--- src/hdl/ogru_ram.sv ---
// Generic single-write, single-read synchronous RAM with a registered read port.
// Standalone; no package needed.
`timescale 1ns / 1ps
`default_nettype none

module ogru_ram #(
   parameter int WIDTH = 8,
   parameter int DEPTH = 256
) (
   input  wire logic                     clock,
   input  wire logic                     we,
   input  wire logic [$clog2(DEPTH)-1:0] waddr,
   input  wire logic [WIDTH-1:0]         wdata,
   input  wire logic                     re,
   input  wire logic [$clog2(DEPTH)-1:0] raddr,
   output logic      [WIDTH-1:0]         rdata
);

   logic [WIDTH-1:0] mem_ff [DEPTH];
   logic [WIDTH-1:0] rdata_ff;

   always_ff @(posedge clock) begin
      if (we) begin
         mem_ff[waddr] <= wdata;
      end
      if (re) begin
         rdata_ff <= mem_ff[raddr];
      end
   end

   assign rdata = rdata_ff;

endmodule

`default_nettype wire

--- config.mk ---
export PLATFORM = sky130hd
export DESIGN_NAME = ogru_ram
export DESIGN_NICKNAME = d
export VERILOG_FILES = /design/src/hdl/ogru_ram.sv
export SDC_FILE = /design/constraint.sdc
export NUM_CORES = 2
export LEC_CHECK = 0
export BUFFER_PORTS_ARGS = -buffer_cell sky130_fd_sc_hd__buf_2
export CAP_MARGIN = 20
export CORE_MARGIN = 5
export CORE_UTILIZATION = 63
export CTS_CLUSTER_DIAMETER = 200
export DETAILED_ROUTE_END_ITERATION = 10
export MAX_ROUTING_LAYER = met4
export PLACE_DENSITY = 0.79
export SLEW_MARGIN = 10
export SYNTH_ARGS = -nofsm -noshare
export SYNTH_HDL_FRONTEND = slang
export SYNTH_SLANG_ARGS = --single-unit
--- constraint.sdc ---
create_clock -name clock -period 3.1 [get_ports clock]
set_clock_uncertainty 0.05 [all_clocks]
set_input_delay 0.31 -clock clock [delete_from_list [all_inputs] [get_ports clock]]
set_output_delay 0.31 -clock clock [all_outputs]
set_load 0.03 [all_outputs]
==> results.cfg <==
[cts]
clk_latency_ps = 830
clock_sinks = 2056
clk_pin_slew_worst_paths_ps = 60
cts_setup_buffers = 0
clock_path_buffers = 3
cts_inserted_buffers = 193
ctsRootBufferMaster = clkbuf_16
cts_tree = built
htree_levels = 4

[pwr]
powerDensity_mw_per_mm2 = 626.5
seq_power_share = 0.537
p_int_w = 0.04502
ir_drop_mv = 0.6520
clock_power_share = 0.409
power.leakage_nw = 29.22
switching_power_w = 0.01209
total_power_w = 0.05711
sw_frac_of_total = 0.2117
comb_power_share = 0.054

[critical_path]
crit_required_ps = 3570
endpoint = rdata[1]
endpoint_kind = flip-flop
rr_startpoint = mem_ff[175][1]
cp-start-kind = flip-flop
r2r_slack_ps = 150
worstRegToRegCells = 7
crit_fanout = 1
timing.rr.end = rdata[1]
crit_arrival_ps = 3430
path_class = reg2reg
crit_start = mem_ff[175][1]

[floorplanning]
core_region_area_mm2 = 0.1256
die_x_um = 365.5
rows = 130
initial_core_util = 0.6342
pin_count = 35
dieArea_mm2 = 0.1336
die_h_um = 365.5

[yosys]
synth_top_flop_cell = edfxtp_1
netlist_area_mm2 = 0.07964
async_flop_share = 0
syn-instance-count = 3733
yosysMostFrequentCell = edfxtp_1
yosys.area.top_type_share = 0.7753
yosys.cell_types.count = 54
yosysWarningCount = 0
syn_area_per_cell_um2 = 21.33
syn_nets = 3760
ys_seq_area_frac = 0.7753
yosysTopAreaCell = edfxtp_1
synthTopCellsByCount = 2,056 x edfxtp_1, 454 x mux4_2, 282 x nor2_1
synth_edf_count = 2056
ys_ff_latch = 2056
synth_area_leaders = edfxtp_1 78%, mux4_2 13%, mux2i_1 1.7%, nor2_1 1.3%, a22oi_1 1.3%

[route]
detail-route-antenna-nets = 0
drc_errors = 0
viasPerCell = 7.060
dr.pass1.iters = 6
drtIter0Drc = 7370
drt-total-wl_um = 208200
vias = 42677
post_drt_wl_per_cell_um = 34.44

[timing]
setup_viol = 0
maxSlewHeadroom = 0.1575
fmax_ghz = 0.3387
min_period_ps = 2953
rsz0062_at_grt = no
fin_crit_sh = 0.9524
drv_slew = 0
tightestPinTransition_ps = 1252
hold_viol_final = 0

[hold_path]
hold_class = in2reg

[grt]
grtUsageTotal = 0.3285
antenna_found_initial = 11
grt_pass1_wl_um = 301500
grt_overflow_total = 0
grt_pass1_vias = 43281
grt_max_degree = 106

[cells_and_area]
drive_gt1_frac = 0.2878
syn2layout_area_growth_pct = 14.46
fin_util = 0.7259
fin_nets = 4255

[placement]
port_buffers = 34
hpwl_um = 123200
gp_congestion = 0.9331

[job]
maxCapViolCount = 0

[status]
outcome = finished clean
[through the flow]
step                setup slack, ps  TNS (ps)  hold slack (ps)  area, µm²  std cells
floorplan                     663.9         0            358.9      79640       3733
global placement             -649.3     -2479            668.4      84900       5679
detailed placement           -590.3     -2556            667.3      84900       5679
CTS                           140.6         0            31.98      91120       6032
global route                  104.7         0            76.42      91140       6041
finish                        147.5         0            47.64      91150       6045
[final cells by class]
| type | instances | area (µm²) |
|---|---|---|
| Multi-Input combinational cell | 1442 | 16490 |
| Sequential cell | 2056 | 61740 |
| Clock inverter | 107 | 1033 |
| Antenna cell | 13 | 32.53 |
| Clock buffer | 242 | 5141 |
| Tap cell | 1650 | 2064 |
| Fill cell | 6689 | 34420 |
| Timing Repair Buffer | 533 | 4644 |
| Inverter | 2 | 7.507 |
[cell usage in the layout (no fill, tap or decap), types with 5 or more instances in the layout]
master	netlist	final
clkbuf_8	0	8
nand2b_1	8	8
nor3_1	22	22
nand4_1	10	10
mux2i_1	134	134
nor4_1	24	23
buf_2	31	23
nor2_1	282	279
buf_4	27	446
clkbuf_1	111	43
nand3_1	34	34
nand2_1	33	33
a211oi_1	16	16
clkinv_1	1	49
a22o_1	8	8
o221ai_1	46	46
and2_1	6	6
bufinv_16	0	18
mux4_2	454	454
clkinv_2	0	28
diode_2	0	13
clkbuf_16	0	199
a22oi_1	133	133
buf_12	8	50
o211ai_1	10	10
o21ai_0	10	10
o22a_1	5	5
a221oi_1	13	13
edfxtp_1	2056	2056
o22ai_1	28	28
a21oi_1	96	96
nor2b_1	31	28
[flip-flops by register name (all words and copies together), names as in the netlist]
name	flops
rdata	8
mem_ff	2048
[critical path: stages (launching register included)]
cell	delay, ps
edfxtp_1	370
mux4_2	470
o22a_1	240
o21ai_0	250
a2111oi_1	240
buf_4	190
nor3_1	730
nor4_1	130
[power by group through the flow]
stage	sequential [W]	clock, W	combinational, W
after floorplan	0.0313	0	0.00149
after global placement	0.0313	0	0.00289
after detailed placement	0.0313	0	0.00296
after CTS	0.0307	0.0235	0.00303
after global routing	0.0307	0.0247	0.00318
final	0.0307	0.0233	0.00308
[what timing repair did]
| item | in CTS | in global routing |
|---|---|---|
| hold buffers | 4 | 0 |
| gates resized for setup | 0 | 0 |
| hold endpoints to repair | 81 | 0 |
[logic make-up (layout without fill, tap and decap cells)]
family                 after synthesis  after routing  share of synthesized area
AO/OA/AOI/OAI                      385            385                    0.03416
flip-flops                        2056           2056                     0.7753
AND/OR/NAND/NOR                    466            466                    0.02625
buffers and inverters              235            884                    0.01829
other                                0             13                          0
multiplexers                       591            591                     0.1460
[worst min path at each step]
stage               startpoint             end  cells past startpoint
finish                wdata[1]  mem_ff[218][1]                      1
global route          wdata[1]  mem_ff[218][1]                      1
CTS                   wdata[1]  mem_ff[218][1]                      1
detailed placement          re        rdata[7]                      1
global placement            re        rdata[7]                      1
floorplan             wdata[0]    mem_ff[0][0]                      0
[routing by layer]
| layer | track usage | up-vias | part of all wire |
|---|---|---|---|
| met5 | - | - | 0 |
| met4 | 0.1448 | 0 | 0.053 |
| met3 | 0.07976 | 670 | 0.14 |
| met2 | 0.4919 | 3558 | 0.47 |
| met1 | 0.4411 | 21750 | 0.34 |
| li1 | - | 16699 | - |
Power figures use the tool's default switching activity.
