## src/hdl/ogru_pkg.sv

```systemverilog
// Shared types, constants and cell arithmetic for the occupancy grid ray update unit.
// No dependencies; every other file of the block but ogru_ram imports this package.
`timescale 1ns / 1ps
`default_nettype none

package ogru_pkg;

   // grid geometry
   localparam int GRID_DIM   = 512;
   localparam int COORD_BITS = 12;
   localparam int CELLS      = GRID_DIM * GRID_DIM;
   localparam int ADDR_W     = $clog2(CELLS);
   localparam int CELL_W     = 8;

   // config field widths
   localparam int RANGE_W = 14;
   localparam int ODDS_W  = 7;
   localparam int GDIM_W  = 10;
   localparam int COUNT_W = 13;
   localparam int KIND_W  = 2;

   // width of the grid limit min(grid_width, GRID_DIM) and of the compare
   localparam int DIM_CLOG = $clog2(GRID_DIM + 1);
   localparam int LIM_W    = (GDIM_W > DIM_CLOG) ? GDIM_W : DIM_CLOG;
   localparam int CMP_W    = (LIM_W > COORD_BITS) ? LIM_W : COORD_BITS;

   // Bresenham error term and doubled error
   localparam int ERR_W = COORD_BITS + 2;
   localparam int E2_W  = COORD_BITS + 3;

   // range cutoffs in mm, compared as signed values
   localparam int THR_W          = RANGE_W + 2;
   localparam int EP_MARGIN_MM   = 200;
   localparam int EP_MIN_MM      = 50;
   localparam int RAY_MARGIN_MM  = 100;

   // stream packing
   localparam int RANGE_LSB   = 0;
   localparam int SX_LSB      = RANGE_LSB + RANGE_W;
   localparam int SY_LSB      = SX_LSB + COORD_BITS;
   localparam int EX_LSB      = SY_LSB + COORD_BITS;
   localparam int EY_LSB      = EX_LSB + COORD_BITS;
   localparam int REQ_BITS    = EY_LSB + COORD_BITS;
   localparam int REQ_DATA_W  = ((REQ_BITS + 7) / 8) * 8;
   localparam int VALUE_LSB   = 0;
   localparam int COUNT_LSB   = VALUE_LSB + CELL_W;
   localparam int RSP_BITS    = COUNT_LSB + COUNT_W;
   localparam int RSP_DATA_W  = ((RSP_BITS + 7) / 8) * 8;

   // item kinds
   localparam logic [KIND_W-1:0] KIND_ENDPOINT = 2'd0;
   localparam logic [KIND_W-1:0] KIND_RAY      = 2'd1;
   localparam logic [KIND_W-1:0] KIND_READ     = 2'd2;

   // register map
   localparam int CSR_ADDR_W = 5;
   localparam int REG_IDX_W  = 3;
   localparam int CSR_DATA_W = 32;
   localparam logic [REG_IDX_W-1:0] REG_MAX_RANGE   = 3'd0;
   localparam logic [REG_IDX_W-1:0] REG_HIT_ODDS    = 3'd1;
   localparam logic [REG_IDX_W-1:0] REG_MISS_ODDS   = 3'd2;
   localparam logic [REG_IDX_W-1:0] REG_GRID_WIDTH  = 3'd3;
   localparam logic [REG_IDX_W-1:0] REG_GRID_HEIGHT = 3'd4;

   localparam logic [RANGE_W-1:0] MAX_RANGE_RST = 14'd5000;
   localparam logic [ODDS_W-1:0]  HIT_ODDS_RST  = 7'd3;
   localparam logic [ODDS_W-1:0]  MISS_ODDS_RST = 7'd1;
   localparam logic [GDIM_W-1:0]  GRID_DIM_RST  = 10'd512;

   typedef struct packed {
      logic [RANGE_W-1:0] max_range_mm;
      logic [ODDS_W-1:0]  hit_odds;
      logic [ODDS_W-1:0]  miss_odds;
      logic [GDIM_W-1:0]  grid_width;
      logic [GDIM_W-1:0]  grid_height;
   } cfg_type;

   typedef struct packed {
      logic signed [COORD_BITS-1:0] x;
      logic signed [COORD_BITS-1:0] y;
      logic                         at_end;
   } line_pos_type;

   typedef enum logic [2:0] {
      ST_CLEAR,
      ST_IDLE,
      ST_EP_WRITE,
      ST_RD_DATA,
      ST_RAY,
      ST_RESULT
   } state_type;

   function automatic logic coord_in_range(input logic signed [COORD_BITS-1:0] c,
                                           input logic [GDIM_W-1:0] dim);
      logic [LIM_W-1:0] lim;
      lim = (LIM_W'(dim) < LIM_W'(GRID_DIM)) ? LIM_W'(dim) : LIM_W'(GRID_DIM);
      return !c[COORD_BITS-1] && (CMP_W'($unsigned(c)) < CMP_W'(lim));
   endfunction

   function automatic logic cell_in_grid(input logic signed [COORD_BITS-1:0] x,
                                         input logic signed [COORD_BITS-1:0] y,
                                         input cfg_type cfg);
      return coord_in_range(x, cfg.grid_width) && coord_in_range(y, cfg.grid_height);
   endfunction

   // row-major address; only meaningful for cells inside the grid
   function automatic logic [ADDR_W-1:0] cell_addr(input logic signed [COORD_BITS-1:0] x,
                                                   input logic signed [COORD_BITS-1:0] y);
      return ADDR_W'($unsigned(y)) * ADDR_W'(GRID_DIM) + ADDR_W'($unsigned(x));
   endfunction

   // hit: add and clamp at +127
   function automatic logic signed [CELL_W-1:0] raise_cell(input logic signed [CELL_W-1:0] c,
                                                           input logic [ODDS_W-1:0] odds);
      logic signed [CELL_W:0] v;
      v = {c[CELL_W-1], c} + $signed({2'b00, odds});
      return (v > 9'sd127) ? 8'sd127 : v[CELL_W-1:0];
   endfunction

   // miss: subtract; anything below -128 folds to -127
   function automatic logic signed [CELL_W-1:0] lower_cell(input logic signed [CELL_W-1:0] c,
                                                           input logic [ODDS_W-1:0] odds);
      logic signed [CELL_W:0] v;
      v = {c[CELL_W-1], c} - $signed({2'b00, odds});
      return (v < -9'sd128) ? -8'sd127 : v[CELL_W-1:0];
   endfunction

endpackage

`default_nettype wire

```

## src/hdl/ogru_csr.sv

```systemverilog
// APB-style configuration registers of the occupancy grid ray update unit.
// Depends on ogru_pkg for the register map and the cfg_type struct.
`timescale 1ns / 1ps
`default_nettype none

module ogru_csr
   import ogru_pkg::*;
(
   input  wire logic                  clock,
   input  wire logic                  reset,
   input  wire logic                  psel,
   input  wire logic                  penable,
   input  wire logic                  pwrite,
   input  wire logic [CSR_ADDR_W-1:0] paddr,
   input  wire logic [CSR_DATA_W-1:0] pwdata,
   output logic      [CSR_DATA_W-1:0] prdata,
   output logic                       pready,
   output cfg_type                    cfg
);

   cfg_type              cfg_ff;
   cfg_type              cfg_in;
   logic                 wr_en;
   logic [REG_IDX_W-1:0] idx;

   assign pready = 1'b1;
   assign wr_en  = psel && penable && pwrite;
   assign idx    = paddr[CSR_ADDR_W-1:2];

   always_comb begin
      cfg_in = cfg_ff;
      if (wr_en) begin
         case (idx)
            REG_MAX_RANGE:   cfg_in.max_range_mm = pwdata[RANGE_W-1:0];
            REG_HIT_ODDS:    cfg_in.hit_odds     = pwdata[ODDS_W-1:0];
            REG_MISS_ODDS:   cfg_in.miss_odds    = pwdata[ODDS_W-1:0];
            REG_GRID_WIDTH:  cfg_in.grid_width   = pwdata[GDIM_W-1:0];
            REG_GRID_HEIGHT: cfg_in.grid_height  = pwdata[GDIM_W-1:0];
            default: ;
         endcase
      end
   end

   always_ff @(posedge clock) begin
      if (reset) begin
         cfg_ff.max_range_mm <= MAX_RANGE_RST;
         cfg_ff.hit_odds     <= HIT_ODDS_RST;
         cfg_ff.miss_odds    <= MISS_ODDS_RST;
         cfg_ff.grid_width   <= GRID_DIM_RST;
         cfg_ff.grid_height  <= GRID_DIM_RST;
      end else begin
         cfg_ff <= cfg_in;
      end
   end

   always_comb begin
      case (idx)
         REG_MAX_RANGE:   prdata = CSR_DATA_W'(cfg_ff.max_range_mm);
         REG_HIT_ODDS:    prdata = CSR_DATA_W'(cfg_ff.hit_odds);
         REG_MISS_ODDS:   prdata = CSR_DATA_W'(cfg_ff.miss_odds);
         REG_GRID_WIDTH:  prdata = CSR_DATA_W'(cfg_ff.grid_width);
         REG_GRID_HEIGHT: prdata = CSR_DATA_W'(cfg_ff.grid_height);
         default:         prdata = '0;
      endcase
   end

   assign cfg = cfg_ff;

endmodule

`default_nettype wire

```

## config.mk

```make
export PLATFORM = sky130hd
export DESIGN_NAME = ogru_csr
export DESIGN_NICKNAME = d
export VERILOG_FILES = /design/src/hdl/ogru_pkg.sv /design/src/hdl/ogru_csr.sv
export SDC_FILE = /design/constraint.sdc
export NUM_CORES = 1
export LEC_CHECK = 0
export ABC_CLOCK_PERIOD_IN_PS = 2050
export BUFFER_PORTS_ARGS = -buffer_cell sky130_fd_sc_hd__clkbuf_2
export CAP_MARGIN = 20
export CORE_UTILIZATION = 47
export CTS_BUF_LIST = sky130_fd_sc_hd__clkbuf_8
export CTS_CLUSTER_DIAMETER = 30
export DETAILED_ROUTE_END_ITERATION = 8
export HOLD_SLACK_MARGIN = 0.1
export PLACE_DENSITY = 0.84
export REMOVE_ABC_BUFFERS = 1
export SETUP_SLACK_MARGIN = 0.3
export SYNTH_ARGS = -nofsm -noshare
export SYNTH_HDL_FRONTEND = slang
export SYNTH_SLANG_ARGS = --single-unit
```

## constraint.sdc

```tcl
create_clock -name clock -period 2.05 [get_ports clock]
set_input_delay 0.615 -clock clock [delete_from_list [all_inputs] [get_ports clock]]
set_output_delay 0.615 -clock clock [all_outputs]
set_load 0.05 [all_outputs]
```

==> results.sh <==
export IMPL_post_dp_cell_area_um2=3087
export IMPL_synth_edf_count=0
export IMPL_synthTopCellsByArea="sky130_fd_sc_hd__dfxtp_1 39%, sky130_fd_sc_hd__mux2i_1 17%, sky130_fd_sc_hd__nand2b_1 9.6%, sky130_fd_sc_hd__buf_4 6.3%, sky130_fd_sc_hd__a22oi_1 3.6%"
export IMPL_max_cap_viol_count=0
export IMPL_synthFlopType="sky130_fd_sc_hd__dfxtp_1"
export IMPL_power_share_switching=0.2888
export IMPL_clkPwrFrac=0.334
export IMPL_outcome="finished with violations"
export IMPL_timing_critical_path_from="paddr[2]"
export IMPL_synth_compound_area_share=0.1006
export IMPL_sequentialPowerShare=0.466
export IMPL_first_iter_violations=174
export IMPL_crit_type="in2out"
export IMPL_worstSetupStartpointType="primary input"
export IMPL_syn_inst=270
export IMPL_critical_path_cell_chain="clkbuf_16 > buf_6 > mux2_4 > a21oi_4 > o22ai_2 > buf_8"
export IMPL_worstHoldStart="cfg[17]$_SDFFE_PP0P_"
export IMPL_dr_pass1_iters=4
export IMPL_growth_of_design_area_from_synthesis_to_finish_pct=47.21
export IMPL_post_route_min_period_ns=2.231
export IMPL_setup_viol=14
export IMPL_post_synth_cell_area_avg_um2=9.217
export IMPL_seq_area_um2=960.9
export IMPL_antenna_found_initial=0
export IMPL_critical_path_endpoint_type="primary output"
export IMPL_clockBufferDepth=2
export IMPL_yosys_warnings=0
export IMPL_slowest_stage="sky130_fd_sc_hd__mux2_4"
export IMPL_cellInternalPower_mw=1.443
export IMPL_largest_register_ffs=48
export IMPL_route_detailed_wl_per_inst_um=16.32
export IMPL_reg2reg_from="cfg[36]$_SDFFE_PP0P_"
export IMPL_fin_skew_ns=0
export IMPL_synth_top_area_share=0.3861
export IMPL_synthArstFlopShare=0
export IMPL_yosys_register_bits=48
export IMPL_cts_made_buffers=5
export IMPL_dp_slack_ns=-0.4242
export IMPL_die_width_um=74.77
export IMPL_multi_input_comb_area_um2=1575
export IMPL_number_of_global_route_vias_before_repair=2178
export IMPL_gp_congestion=0.8111
export IMPL_path_clk_slew_ns=0.08
export IMPL_cp_slowest_stage_delay_ns=0.30
export IMPL_share_of_synthesized_cell_area_in_full_adder_half_adder_and_majority_cells=0
export IMPL_period_share=1.088
export IMPL_path_max_fanout=6
export IMPL_switching_power_uw=586.0
export IMPL_die_area_um2=5590
export IMPL_comb_power_share=0.200
export IMPL_numPlacedInstances=430
export IMPL_worstSkewPairLatency_ns=0.30
export IMPL_synthMuxAreaShare=0.2006
export IMPL_register_area_share_after_synthesis=0.3861
export IMPL_layout_nets=413
export IMPL_coreArea_um2=5107
export IMPL_drive_gt1_frac=0.4570
export IMPL_final_cell_count_no_fill=442
export IMPL_total_power_mw=2.029
export IMPL_drt_wl_total_mm=7.212
export IMPL_ios=123
export IMPL_die_height_um=74.77
export IMPL_synth_xor_area_share=0
export IMPL_htreeDepth=2
export IMPL_grt_ovfl_total=0
export IMPL_dominant_combinational_cell_family_by_area_after_synthesis="simple AND/OR/NAND/NOR gates"
export IMPL_grt_setup_unrepaired="true"
export IMPL_worst_ep_arrival_time_ns=1.62
export IMPL_power_static_leakage_nw=1.687
export IMPL_portBuffers=83
export IMPL_post_synth_cell_types=28
export IMPL_rows=26
export IMPL_route_vias_total=2330
export IMPL_timing_critical_path_required_ns=1.43
export IMPL_antenna_diode_count=0
export IMPL_routed_via_density=5.271
export IMPL_netlist_top_cell_by_area="sky130_fd_sc_hd__dfxtp_1"
export IMPL_achievable_frequency_mhz=448.3
export IMPL_drtAntennaViolNets=0
export IMPL_finish_instance_area_um2=3664
export IMPL_worstHoldPathType="reg2reg"
export IMPL_number_of_design_rule_violations_left_after_detail_routing=0
export IMPL_maxSlewViolCount=0
export IMPL_place_detailed_hpwl_mm=4.618
export IMPL_grt_pass1_wl_mm=10.56
export IMPL_violations="negative setup slack"
export IMPL_irDropWorstVdd_uv=514.7
export IMPL_clk_root_buffer_cell="sky130_fd_sc_hd__clkbuf_8"
export IMPL_num_fill_cells=384
export IMPL_hold_slack_ns=0.5020
export IMPL_power_per_cell_area_nw_per_um2=553.7
export IMPL_post_synth_instance_area_um2=2489
export IMPL_hold_viol=0
export IMPL_synth_simple_gate_area_frac=0.2041
export IMPL_grt_max_degree=36
export IMPL_cts_sink_count=48
export IMPL_initial_utilization=0.4873
export IMPL_cts_tree="yes"
export IMPL_postLayoutSetupSlackWorst_ns=-0.1809
export IMPL_global_route_usage_total=0.2541
==> kinds of logic after synthesis <==
group	after synthesis
compound gates	42
buf+inv	42
flops	48
mux	49
other cells	2
simple gates	87
==> placed cells by master, fill, tap and decap left out, drive strengths merged <==
cell     n
or3      1
or2      1
clkbuf  74
o21ai   12
a31oi    1
nand3   14
and4b    1
and2     4
mux2i   42
and3b    1
bufinv   1
nor2    20
inv      2
conb    19
dfxtp   48
clkinv   1
o22ai    7
mux2     7
a22oi   12
a21oi   10
buf     49
nand2b  38
and3     4
nand4b   1
nor2b    2
==> cell type report <==
type                    count  share of cell area
multi-input cells         197              0.4300
flip-flops and latches     48              0.2623
repair buffers            118              0.2534
well taps                  70             0.02391
clock buffers               5             0.01878
clock inverters             3             0.01059
inverters                   1            0.001025
==> worst paths after layout <==
check / depth (start not counted) / to / slack [ns]
worst max-delay path: 6 / prdata[0] / -0.18
worst min-delay path: 2 / cfg[17]$_SDFFE_PP0P_ / 0.50
worst max register to register: 2 / cfg[36]$_SDFFE_PP0P_ / 1.34
worst min register to register: 2 / cfg[17]$_SDFFE_PP0P_ / 0.50
==> Yosys cell counts (all sizes together) (7+ instances only) <==
cell     n
nor2    20
clkbuf  10
o21ai   12
a22oi   12
a21oi   10
dfxtp   48
mux2     7
nand2b  38
mux2i   42
o22ai    7
nand3   14
buf     31
==> layer usage <==
| layer | share of wire | global-route usage | up-vias |
|---|---|---|---|
| li1 | - | - | 1100 |
| met1 | 0.40 | 0.2884 | 1108 |
| met2 | 0.52 | 0.4775 | 110 |
| met3 | 0.062 | 0.06560 | 12 |
| met4 | 0.015 | 0.05241 | 0 |
| met5 | 0 | 0 | - |
==> power by group through the flow <==
| stage | registers, mW | logic, mW | clock network, mW |
|---|---|---|---|
| global route | 0.946 | 0.424 | 0.728 |
| CTS | 0.944 | 0.375 | 0.680 |
| detailed placement | 0.966 | 0.323 | 0 |
| global placement | 0.966 | 0.320 | 0 |
| finish | 0.945 | 0.406 | 0.677 |
| floorplan | 0.989 | 0.171 | 0 |
==> worst max-delay path: cells and delay by family <==
family                 cells  cell delay [ns]
buffers and inverters      3             0.43
muxes                      1             0.30
AOI/OAI and AO/OA          2             0.27
==> stage by stage <==
stage | utilization | setup TNS, ns
after floorplan | - | -7.246
after global placement | 0.6044 | -5.899
after detailed placement | 0.6044 | -6.049
after CTS | 0.6908 | -1.113
after global routing | 0.7173 | -1.334
final | 0.7173 | -1.041
==> repair_timing <==
action                     4_1_cts  5_1_grt
resized for setup               68       36
cloned                           1        0
setup endpoints to repair       19       15
setup buffers                    3        0
hold buffers                     0        0
pin swaps                       14        7
Power figures use the tool's default switching activity.
