<file path="config.mk">
export PLATFORM = sky130hd
export DESIGN_NAME = ogru_line
export DESIGN_NICKNAME = d
export VERILOG_FILES = /design/src/hdl/ogru_pkg.sv /design/src/hdl/ogru_line.sv
export SDC_FILE = /design/constraint.sdc
export NUM_CORES = 1
export LEC_CHECK = 0
export BUFFER_PORTS_ARGS = -buffer_cell sky130_fd_sc_hd__buf_2
export CORE_MARGIN = 5
export CORE_UTILIZATION = 52
export CTS_BUF_LIST = sky130_fd_sc_hd__clkbuf_16
export CTS_CLUSTER_SIZE = 25
export DETAILED_ROUTE_END_ITERATION = 7
export PLACE_DENSITY = 0.71
export SLEW_MARGIN = 0
export SYNTH_ARGS = -nofsm -noshare
export SYNTH_HDL_FRONTEND = slang
export SYNTH_SLANG_ARGS = --single-unit
</file>
<file path="constraint.sdc">
create_clock -name clock -period 6.42 [get_ports clock]
set_clock_uncertainty 0.1 [all_clocks]
set_input_delay 0.963 -clock clock [delete_from_list [all_inputs] [get_ports clock]]
set_output_delay 0.963 -clock clock [all_outputs]
set_load 0.005 [all_outputs]
</file>
<file path="src/hdl/ogru_pkg.sv">
// Shared types, constants and cell arithmetic for the occupancy grid ray update unit.
// No dependencies; every other file of the block but ogru_ram imports this package.
`timescale 1ns / 1ps
`default_nettype none

package ogru_pkg;

   // grid geometry
   localparam int GRID_DIM   = 512;
   localparam int COORD_BITS = 12;
   localparam int CELLS      = GRID_DIM * GRID_DIM;
   localparam int ADDR_W     = $clog2(CELLS);
   localparam int CELL_W     = 8;

   // config field widths
   localparam int RANGE_W = 14;
   localparam int ODDS_W  = 7;
   localparam int GDIM_W  = 10;
   localparam int COUNT_W = 13;
   localparam int KIND_W  = 2;

   // width of the grid limit min(grid_width, GRID_DIM) and of the compare
   localparam int DIM_CLOG = $clog2(GRID_DIM + 1);
   localparam int LIM_W    = (GDIM_W > DIM_CLOG) ? GDIM_W : DIM_CLOG;
   localparam int CMP_W    = (LIM_W > COORD_BITS) ? LIM_W : COORD_BITS;

   // Bresenham error term and doubled error
   localparam int ERR_W = COORD_BITS + 2;
   localparam int E2_W  = COORD_BITS + 3;

   // range cutoffs in mm, compared as signed values
   localparam int THR_W          = RANGE_W + 2;
   localparam int EP_MARGIN_MM   = 200;
   localparam int EP_MIN_MM      = 50;
   localparam int RAY_MARGIN_MM  = 100;

   // stream packing
   localparam int RANGE_LSB   = 0;
   localparam int SX_LSB      = RANGE_LSB + RANGE_W;
   localparam int SY_LSB      = SX_LSB + COORD_BITS;
   localparam int EX_LSB      = SY_LSB + COORD_BITS;
   localparam int EY_LSB      = EX_LSB + COORD_BITS;
   localparam int REQ_BITS    = EY_LSB + COORD_BITS;
   localparam int REQ_DATA_W  = ((REQ_BITS + 7) / 8) * 8;
   localparam int VALUE_LSB   = 0;
   localparam int COUNT_LSB   = VALUE_LSB + CELL_W;
   localparam int RSP_BITS    = COUNT_LSB + COUNT_W;
   localparam int RSP_DATA_W  = ((RSP_BITS + 7) / 8) * 8;

   // item kinds
   localparam logic [KIND_W-1:0] KIND_ENDPOINT = 2'd0;
   localparam logic [KIND_W-1:0] KIND_RAY      = 2'd1;
   localparam logic [KIND_W-1:0] KIND_READ     = 2'd2;

   // register map
   localparam int CSR_ADDR_W = 5;
   localparam int REG_IDX_W  = 3;
   localparam int CSR_DATA_W = 32;
   localparam logic [REG_IDX_W-1:0] REG_MAX_RANGE   = 3'd0;
   localparam logic [REG_IDX_W-1:0] REG_HIT_ODDS    = 3'd1;
   localparam logic [REG_IDX_W-1:0] REG_MISS_ODDS   = 3'd2;
   localparam logic [REG_IDX_W-1:0] REG_GRID_WIDTH  = 3'd3;
   localparam logic [REG_IDX_W-1:0] REG_GRID_HEIGHT = 3'd4;

   localparam logic [RANGE_W-1:0] MAX_RANGE_RST = 14'd5000;
   localparam logic [ODDS_W-1:0]  HIT_ODDS_RST  = 7'd3;
   localparam logic [ODDS_W-1:0]  MISS_ODDS_RST = 7'd1;
   localparam logic [GDIM_W-1:0]  GRID_DIM_RST  = 10'd512;

   typedef struct packed {
      logic [RANGE_W-1:0] max_range_mm;
      logic [ODDS_W-1:0]  hit_odds;
      logic [ODDS_W-1:0]  miss_odds;
      logic [GDIM_W-1:0]  grid_width;
      logic [GDIM_W-1:0]  grid_height;
   } cfg_type;

   typedef struct packed {
      logic signed [COORD_BITS-1:0] x;
      logic signed [COORD_BITS-1:0] y;
      logic                         at_end;
   } line_pos_type;

   typedef enum logic [2:0] {
      ST_CLEAR,
      ST_IDLE,
      ST_EP_WRITE,
      ST_RD_DATA,
      ST_RAY,
      ST_RESULT
   } state_type;

   function automatic logic coord_in_range(input logic signed [COORD_BITS-1:0] c,
                                           input logic [GDIM_W-1:0] dim);
      logic [LIM_W-1:0] lim;
      lim = (LIM_W'(dim) < LIM_W'(GRID_DIM)) ? LIM_W'(dim) : LIM_W'(GRID_DIM);
      return !c[COORD_BITS-1] && (CMP_W'($unsigned(c)) < CMP_W'(lim));
   endfunction

   function automatic logic cell_in_grid(input logic signed [COORD_BITS-1:0] x,
                                         input logic signed [COORD_BITS-1:0] y,
                                         input cfg_type cfg);
      return coord_in_range(x, cfg.grid_width) && coord_in_range(y, cfg.grid_height);
   endfunction

   // row-major address; only meaningful for cells inside the grid
   function automatic logic [ADDR_W-1:0] cell_addr(input logic signed [COORD_BITS-1:0] x,
                                                   input logic signed [COORD_BITS-1:0] y);
      return ADDR_W'($unsigned(y)) * ADDR_W'(GRID_DIM) + ADDR_W'($unsigned(x));
   endfunction

   // hit: add and clamp at +127
   function automatic logic signed [CELL_W-1:0] raise_cell(input logic signed [CELL_W-1:0] c,
                                                           input logic [ODDS_W-1:0] odds);
      logic signed [CELL_W:0] v;
      v = {c[CELL_W-1], c} + $signed({2'b00, odds});
      return (v > 9'sd127) ? 8'sd127 : v[CELL_W-1:0];
   endfunction

   // miss: subtract; anything below -128 folds to -127
   function automatic logic signed [CELL_W-1:0] lower_cell(input logic signed [CELL_W-1:0] c,
                                                           input logic [ODDS_W-1:0] odds);
      logic signed [CELL_W:0] v;
      v = {c[CELL_W-1], c} - $signed({2'b00, odds});
      return (v < -9'sd128) ? -8'sd127 : v[CELL_W-1:0];
   endfunction

endpackage

`default_nettype wire

</file>
<file path="src/hdl/ogru_line.sv">
// Bresenham line stepper: loads a start and end cell, advances one cell per step.
// Depends on ogru_pkg for coordinate widths and line_pos_type.
`timescale 1ns / 1ps
`default_nettype none

module ogru_line
   import ogru_pkg::*;
(
   input  wire logic                         clock,
   input  wire logic                         load,
   input  wire logic                         step,
   input  wire logic signed [COORD_BITS-1:0] x0,
   input  wire logic signed [COORD_BITS-1:0] y0,
   input  wire logic signed [COORD_BITS-1:0] x1,
   input  wire logic signed [COORD_BITS-1:0] y1,
   output line_pos_type                      pos
);

   logic signed [COORD_BITS-1:0] x_ff, x_in, y_ff, y_in;
   logic signed [COORD_BITS-1:0] x1_ff, y1_ff;
   logic        [COORD_BITS-1:0] dx_ff, dx_in, dy_ff, dy_in;
   logic signed [ERR_W-1:0]      err_ff, err_in;
   logic                         xneg_ff, xneg_in, yneg_ff, yneg_in;

   logic signed [COORD_BITS:0] diff_x, diff_y;
   logic signed [E2_W-1:0]     e2, dx_s, dy_s;
   logic                       x_move, y_move;

   assign diff_x = {x1[COORD_BITS-1], x1} - {x0[COORD_BITS-1], x0};
   assign diff_y = {y1[COORD_BITS-1], y1} - {y0[COORD_BITS-1], y0};

   assign e2     = {err_ff, 1'b0};
   assign dx_s   = $signed(E2_W'(dx_ff));
   assign dy_s   = $signed(E2_W'(dy_ff));
   assign x_move = (e2 >= -dy_s);
   assign y_move = (e2 <= dx_s);

   always_comb begin
      x_in    = x_ff;
      y_in    = y_ff;
      dx_in   = dx_ff;
      dy_in   = dy_ff;
      err_in  = err_ff;
      xneg_in = xneg_ff;
      yneg_in = yneg_ff;
      if (load) begin
         xneg_in = diff_x[COORD_BITS];
         yneg_in = diff_y[COORD_BITS];
         dx_in   = diff_x[COORD_BITS] ? COORD_BITS'(-diff_x) : COORD_BITS'(diff_x);
         dy_in   = diff_y[COORD_BITS] ? COORD_BITS'(-diff_y) : COORD_BITS'(diff_y);
         err_in  = $signed(ERR_W'(dx_in)) - $signed(ERR_W'(dy_in));
         x_in    = x0;
         y_in    = y0;
      end else if (step) begin
         err_in = ERR_W'(e2[E2_W-1:1]
                         - (x_move ? dy_s[E2_W-2:0] : '0)
                         + (y_move ? dx_s[E2_W-2:0] : '0));
         if (x_move) begin
            x_in = xneg_ff ? x_ff - COORD_BITS'(1) : x_ff + COORD_BITS'(1);
         end
         if (y_move) begin
            y_in = yneg_ff ? y_ff - COORD_BITS'(1) : y_ff + COORD_BITS'(1);
         end
      end
   end

   always_ff @(posedge clock) begin
      x_ff    <= x_in;
      y_ff    <= y_in;
      dx_ff   <= dx_in;
      dy_ff   <= dy_in;
      err_ff  <= err_in;
      xneg_ff <= xneg_in;
      yneg_ff <= yneg_in;
      if (load) begin
         x1_ff <= x1;
         y1_ff <= y1;
      end
   end

   assign pos.x      = x_ff;
   assign pos.y      = y_ff;
   assign pos.at_end = (x_ff == x1_ff) && (y_ff == y1_ff);

endmodule

`default_nettype wire

</file>
==> flow_metrics.py, run 1 <==
metrics = {
    "run_status": {
        "status": "completed",
    },
    "yosys": {
        "syn_nets": 1062,
        "synth_edf_count": 88,
        "ys_seq_area_frac": 0.318,
        "synth_warnings": 0,
        "yosysTopAreaCell": "edfxtp_1",
        "yosysUniqueCellTypes": 68,
        "avgSynthCellArea_um2": 9.27,
        "synthCells": 895,
        "ys.flop_type": "edfxtp_1",
        "async_flop_share": 0,
        "synth_area_leaders": "edfxtp_1 32%, ha_1 15%, xor2_1 5.8%, xnor2_1 5.4%, inv_1 4.8%",
        "yosys.area.top_type_share": 0.318,
        "ys_ff_latch": 88,
        "syn_area_um2": 8300,
    },
    "power": {
        "total_power_w": 0.00440,
        "power.leakage_nw": 4.17,
        "ir_drop_uv": 182,
        "power.density_nw_per_um2": 478,
    },
    "worst_setup_path": {
        "cp.required_ps": 6410,
        "crit_path_max_fanout": 4,
        "startpoint_type": "flop",
        "critical_path_class": "reg2reg",
        "rrSetupSlack_ps": 670,
        "cp-end-kind": "flop",
        "crit_arrival_ps": 5740,
    },
    "floorplanning": {
        "die_x_um": 136,
        "start_util": 0.526,
        "rows": 46,
        "io_pins": 76,
        "dieArea_um2": 18600,
        "die_h_um": 136,
        "core_um2": 15800,
    },
    "clock_tree": {
        "cts_made_buffers": 9,
        "hold_buffers": 0,
        "clock_path_buffers": 2,
        "clkTransAtPathRegs_ps": 60,
        "clkLatencyLatePin_ps": 340,
        "post_cts_resized": 0,
        "clkSinkCount": 88,
        "post_cts_buffers": 0,
        "root_buffer": "clkbuf_16",
        "cts_max_level": 3,
        "tritoncts": "built",
    },
    "drt": {
        "drtPass1Iterations": 5,
        "wl_per_cell_um": 15.6,
        "detail_route.vias_per_cell": 5.44,
        "drt_wl_total_mm": 18.7,
        "num_vias": 6488,
        "drc": 0,
        "drtAntennaViolNets": 0,
        "drtIter0Drc": 326,
    },
    "final_layout": {
        "ff_latch_area_um2": 2640,
        "final_util": 0.584,
        "diodes": 0,
        "multi_input_area_um2": 5200,
        "nets": 1140,
        "fillCellCount": 1472,
        "area_growth_pct": 11.0,
        "final_common_cell": "inv_1",
        "final_cell_mix": "107 x inv_1, 99 x ha_1, 88 x edfxtp_1, 86 x nand2_1, 74 x buf_2",
        "drive_gt1_frac": 0.120,
    },
    "sta": {
        "final_max_slew_viol_count": 0,
        "worstMarginPinSlew_ps": 655,
        "timing.fmax_mhz": 174,
        "tns_ps": 0,
        "rsz0062_at_grt": "no",
        "post-route-min-period_ps": 5750,
        "whs_ps": 601,
        "setup_viol": 0,
        "slew_headroom": 0.559,
        "hold_viol": 0,
        "min_period_over_period": 0.896,
    },
    "place": {
        "port_buffers": 75,
        "routabilityCongestion": 0.889,
        "dp_hpwl_mm": 15.2,
    },
    "hold_path": {
        "hold_class": "reg2reg",
    },
    "global_route": {
        "grt_pass1_vias": 6291,
        "antenna_found_initial": 0,
        "grt_overflow": 0,
        "grt_max_degree": 47,
        "grt.total_usage": 0.210,
        "grt_pass1_wl_mm": 30.7,
    },
    "flow_run": {
        "drv_cap": 0,
    },
}
[final timing paths]
path | from | to | cells past startpoint
hold reg to reg | x_ff[0] | x_ff[0] | 1
setup / recovery | dy_ff[0] | err_ff[9] | 25
hold / removal | x_ff[0] | x_ff[0] | 1
setup reg to reg | dy_ff[0] | err_ff[9] | 25
[flip-flops by register name, indices dropped and copies added, names as in the netlist]
register / count
xneg_ff: 1
y1_ff: 12
yneg_ff: 1
err_ff: 14
y_ff: 12
dy_ff: 12
x_ff: 12
dx_ff: 12
x1_ff: 12
[report_power, final]
part / switching, W / internal [W] / total (W) / leakage (nW)
Sequential: 0.000180 / 0.000900 / 0.00108 / 0.874
Combinational: 0.00154 / 0.00127 / 0.00281 / 3.16
Clock: 0.000217 / 0.000294 / 0.000511 / 0.138
[stage by stage]
step           area (um2)  cells  setup WS, ps
3_5_place_dp         8940   1178           676
2_1_floorplan        8300    895          1050
6_report             9210   1193           666
3_3_place_gp         8940   1178           862
5_1_grt              9210   1193           131
4_1_cts              9210   1193           646
[kinds of logic (layout without fill, tap and decap cells)]
logic type	count (synthesis)	count (layout)	share of synthesized area
xor gates and xnor gates	109	109	0.119
buffers and inverters	122	204	0.0553
adders and majority gates	116	116	0.190
DFF	88	88	0.318
and+or+nand+nor	244	244	0.146
AOI/OAI and AO/OA	208	208	0.160
muxes	8	8	0.0104
[critical path, stage by stage (launching register included)]
cell      delay, ps
edfxtp_1        440
inv_1            80
ha_1            180
nand2_1          90
nor3_1          240
nand2b_1        170
nor2_1          140
xor2_1          160
ha_1            260
a21o_1          160
a21o_1          170
a21oi_1         120
o21ai_0         120
a31oi_1         250
a21oi_1         130
fa_1            590
inv_1            60
ha_1            280
a21o_1          170
a21oi_1         240
nor2b_1          80
o21ai_0         350
a31oi_1         240
xnor2_1         210
o22ai_1          90
or3_1           370
[cell usage after synthesis (all sizes together), types with 5 or more instances]
cell	number
nand4	7
a211oi	10
o21ai	64
inv	108
o21a	13
nand3	11
ha	99
and2	5
a21boi	7
edfxtp	88
nand2b	8
fa	17
nor3b	6
xnor2	53
or3	5
o211ai	7
a31oi	6
mux2i	6
o31ai	11
and3	8
a21oi	50
nand2	86
nor2b	14
nor4	10
xor2	56
nor2	45
a21o	20
clkbuf	13
nor3	24
[final cells by class]
| type | count | share of cell area |
|---|---|---|
| Clock buffer | 9 | 0.0244 |
| Multi-Input combinational cell | 685 | 0.564 |
| Inverter | 108 | 0.0440 |
| Tap cell | 216 | 0.0293 |
| Sequential cell | 88 | 0.287 |
| Clock inverter | 6 | 0.00557 |
| Timing Repair Buffer | 81 | 0.0459 |
[per-layer routing]
metal	track usage	vias up	part of all wire
met5	0	-	0
met4	0.0711	0	0.020
met3	0.0233	21	0.035
met2	0.334	122	0.46
met1	0.299	3014	0.48
li1	-	3331	-
Note: power is estimated with default switching activity, not from simulation.
==> run 2: changes to the inputs <==
--- a/config.mk
+++ b/config.mk
@@ -5,13 +5,13 @@
 export SDC_FILE = /design/constraint.sdc
 export NUM_CORES = 1
 export LEC_CHECK = 0
-export BUFFER_PORTS_ARGS = -buffer_cell sky130_fd_sc_hd__buf_2
 export CORE_MARGIN = 5
 export CORE_UTILIZATION = 52
 export CTS_BUF_LIST = sky130_fd_sc_hd__clkbuf_16
 export CTS_CLUSTER_SIZE = 25
 export DETAILED_ROUTE_END_ITERATION = 7
-export PLACE_DENSITY = 0.71
+export DONT_BUFFER_PORTS = 1
+export PLACE_DENSITY = 0.67
 export SLEW_MARGIN = 0
 export SYNTH_ARGS = -nofsm -noshare
 export SYNTH_HDL_FRONTEND = slang
==> run 2 against run 1 <==
Net effect:
- total power is 2.3% lower
- core utilization is 2.5 points lower
- count of clock-buffer cells in the layout stayed put
- critical endpoint unchanged
- critical path type unchanged
- cell area is 4.3% lower
- largest power group unchanged
- worst setup slack worse by 16 ps
- register-to-register slack worse by 20 ps
- worst hold slack better by 8.4 ps
- sequential power hardly changed
- global-route usage is 0.63 points lower
- first-iteration DRC count is 17% lower
- clock power hardly changed
==> flow_metrics.py, run 2 (synthesis results as in run 1) <==
metrics = {
    "run_status": {
        "status": "completed",
    },
    "power": {
        "sw_frac_of_total": 0.438,
        "power.leakage_nw": 3.86,
        "intPower_w": 0.00242,
        "p_switching_w": 0.00188,
        "ir_drop_uv": 231,
        "power.density_nw_per_um2": 488,
        "combinationalPowerShare": 0.626,
        "power.share.sequential": 0.254,
        "clkPwrFrac": 0.119,
    },
    "place": {
        "dp_hpwl_mm": 14.9,
        "preCtsSetupSlack_ps": 655,
        "placed_area_um2": 8540,
        "port_buffers": 0,
        "routabilityCongestion": 0.869,
    },
    "final_layout": {
        "final_cell_mix": "109 x inv_1, 99 x ha_1, 88 x edfxtp_1, 86 x nand2_1, 59 x o21ai_0",
        "final_util": 0.559,
        "final_common_cell": "inv_1",
        "area_growth_pct": 6.24,
        "nets": 1062,
        "diodes": 0,
        "largest_reg_flops": 14,
        "drive_gt1_frac": 0.0434,
        "design_area_um2": 8820,
        "top_register": "err_ff",
    },
    "drt": {
        "top_layer_used": "met4",
        "drtIter0Drc": 269,
        "drt_wl_total_mm": 18.4,
        "num_vias": 6129,
        "route.met3.wl_um": 921,
        "wl_per_cell_um": 16.5,
        "wl_met1_mm": 8.80,
        "drc": 0,
        "drtPass1Iterations": 5,
        "detail_route.vias_per_cell": 5.50,
        "wl_met2_mm": 8.40,
        "drtAntennaViolNets": 0,
    },
    "worst_setup_path": {
        "startpoint_type": "flop",
        "crit_arrival_ps": 5760,
        "critical_path_class": "reg2reg",
        "cp.required_ps": 6410,
        "crit_path_max_fanout": 11,
        "cp-end-kind": "flop",
    },
    "clock_tree": {
        "clock_path_buffers": 2,
        "cts_made_buffers": 9,
        "post_cts_resized": 0,
        "post_cts_buffers": 0,
        "tritoncts": "built",
        "clkSinkCount": 88,
        "clkLatencyLatePin_ps": 350,
        "hold_buffers": 0,
        "cts_max_level": 3,
        "clkTransAtPathRegs_ps": 60,
        "root_buffer": "clkbuf_16",
    },
    "sta": {
        "tns_ps": 0,
        "setup_viol": 0,
        "slew_headroom": 0.433,
        "setup_ws_ps": 650,
        "timing.fmax_mhz": 173,
        "post-route-min-period_ps": 5770,
        "rsz0062_at_grt": "no",
        "final_max_slew_viol_count": 0,
        "worstMarginPinSlew_ps": 841,
        "hold_viol": 0,
        "min_period_over_period": 0.899,
    },
    "global_route": {
        "grt_pass1_vias": 5973,
        "grt.total_usage": 0.204,
        "grt_overflow": 0,
        "grt_max_degree": 128,
        "antenna_found_initial": 0,
        "grt_pass1_wl_mm": 29.6,
    },
    "floorplanning": {
        "die_x_um": 136,
        "die_h_um": 136,
        "io_pins": 76,
        "start_util": 0.526,
        "core_um2": 15800,
        "rows": 46,
        "dieArea_um2": 18600,
    },
    "hold_path": {
        "hold_class": "in2reg",
    },
    "flow_run": {
        "drv_cap": 0,
    },
}
## run 2: cell count changes in the layout (fill, tap and decap cells not counted)
cell	previous run	this run
buf_2	74	0
clkinv_2	2	1
buf_4	7	3
clkinvlp_4	0	1
clkinv_1	3	1
inv_1	107	109
## run 2: area by class of cell
type	instances	area (um2)
fillers	1480	6950
inverters	108	405
clock buffers	9	225
multi-input cells	685	5200
clock inverters	6	53.8
repair buffers	3	22.5
well taps	216	270
flip-flops and latches	88	2640
## run 2: final timing paths
path	slack [ps]	depth (start not counted)	startpoint	endpoint
setup reg to reg	650	26	dy_ff[0]	err_ff[9]
hold reg to reg	640	1	y_ff[0]	y_ff[0]
hold / removal	610	0	x1[3]	x1_ff[3]
setup / recovery	650	26	dy_ff[0]	err_ff[9]
## run 2: power by group through the flow
stage / Combinational, W / Clock (W) / Sequential (W)
floorplan: 0.00218 / 0 / 0.00103
global placement: 0.00263 / 0 / 0.00111
detailed placement: 0.00266 / 0 / 0.00111
CTS: 0.00269 / 0.000525 / 0.00110
global route: 0.00306 / 0.000547 / 0.00112
finish: 0.00269 / 0.000514 / 0.00110
## run 2: per-stage QoR
| step | std cells | hold slack, ps | total power [W] |
|---|---|---|---|
| floorplan | 895 | 572 | 0.00321 |
| global placement | 1100 | 619 | 0.00374 |
| detailed placement | 1100 | 632 | 0.00377 |
| CTS | 1115 | 596 | 0.00431 |
| global route | 1115 | 595 | 0.00473 |
| finish | 1115 | 610 | 0.00430 |
## run 2: layer usage
| layer | vias up | track usage |
|---|---|---|
| met4 | 0 | 0.0633 |
| met3 | 17 | 0.0396 |
| met2 | 122 | 0.327 |
| li1 | 3170 | - |
| met1 | 2820 | 0.278 |
| met5 | - | 0 |
## run 2: worst max-delay path: stages, from the launching register on
cell and delay, ps:
edfxtp_1 430, inv_1 80, ha_1 180, nand2_1 90, nor3_1 230, nand2b_1 150
nor2_1 130, xor2_1 180, ha_1 270, a21o_1 160, a21o_1 160, a21oi_1 130
o21ai_0 130, a31oi_1 170, buf_4 200, a21oi_1 100, fa_1 580, inv_1 60
ha_1 280, a21o_1 170, a21oi_1 220, nor2b_1 70, o21ai_0 370, a31oi_1 240
xnor2_1 200, o22ai_1 80, or3_1 360
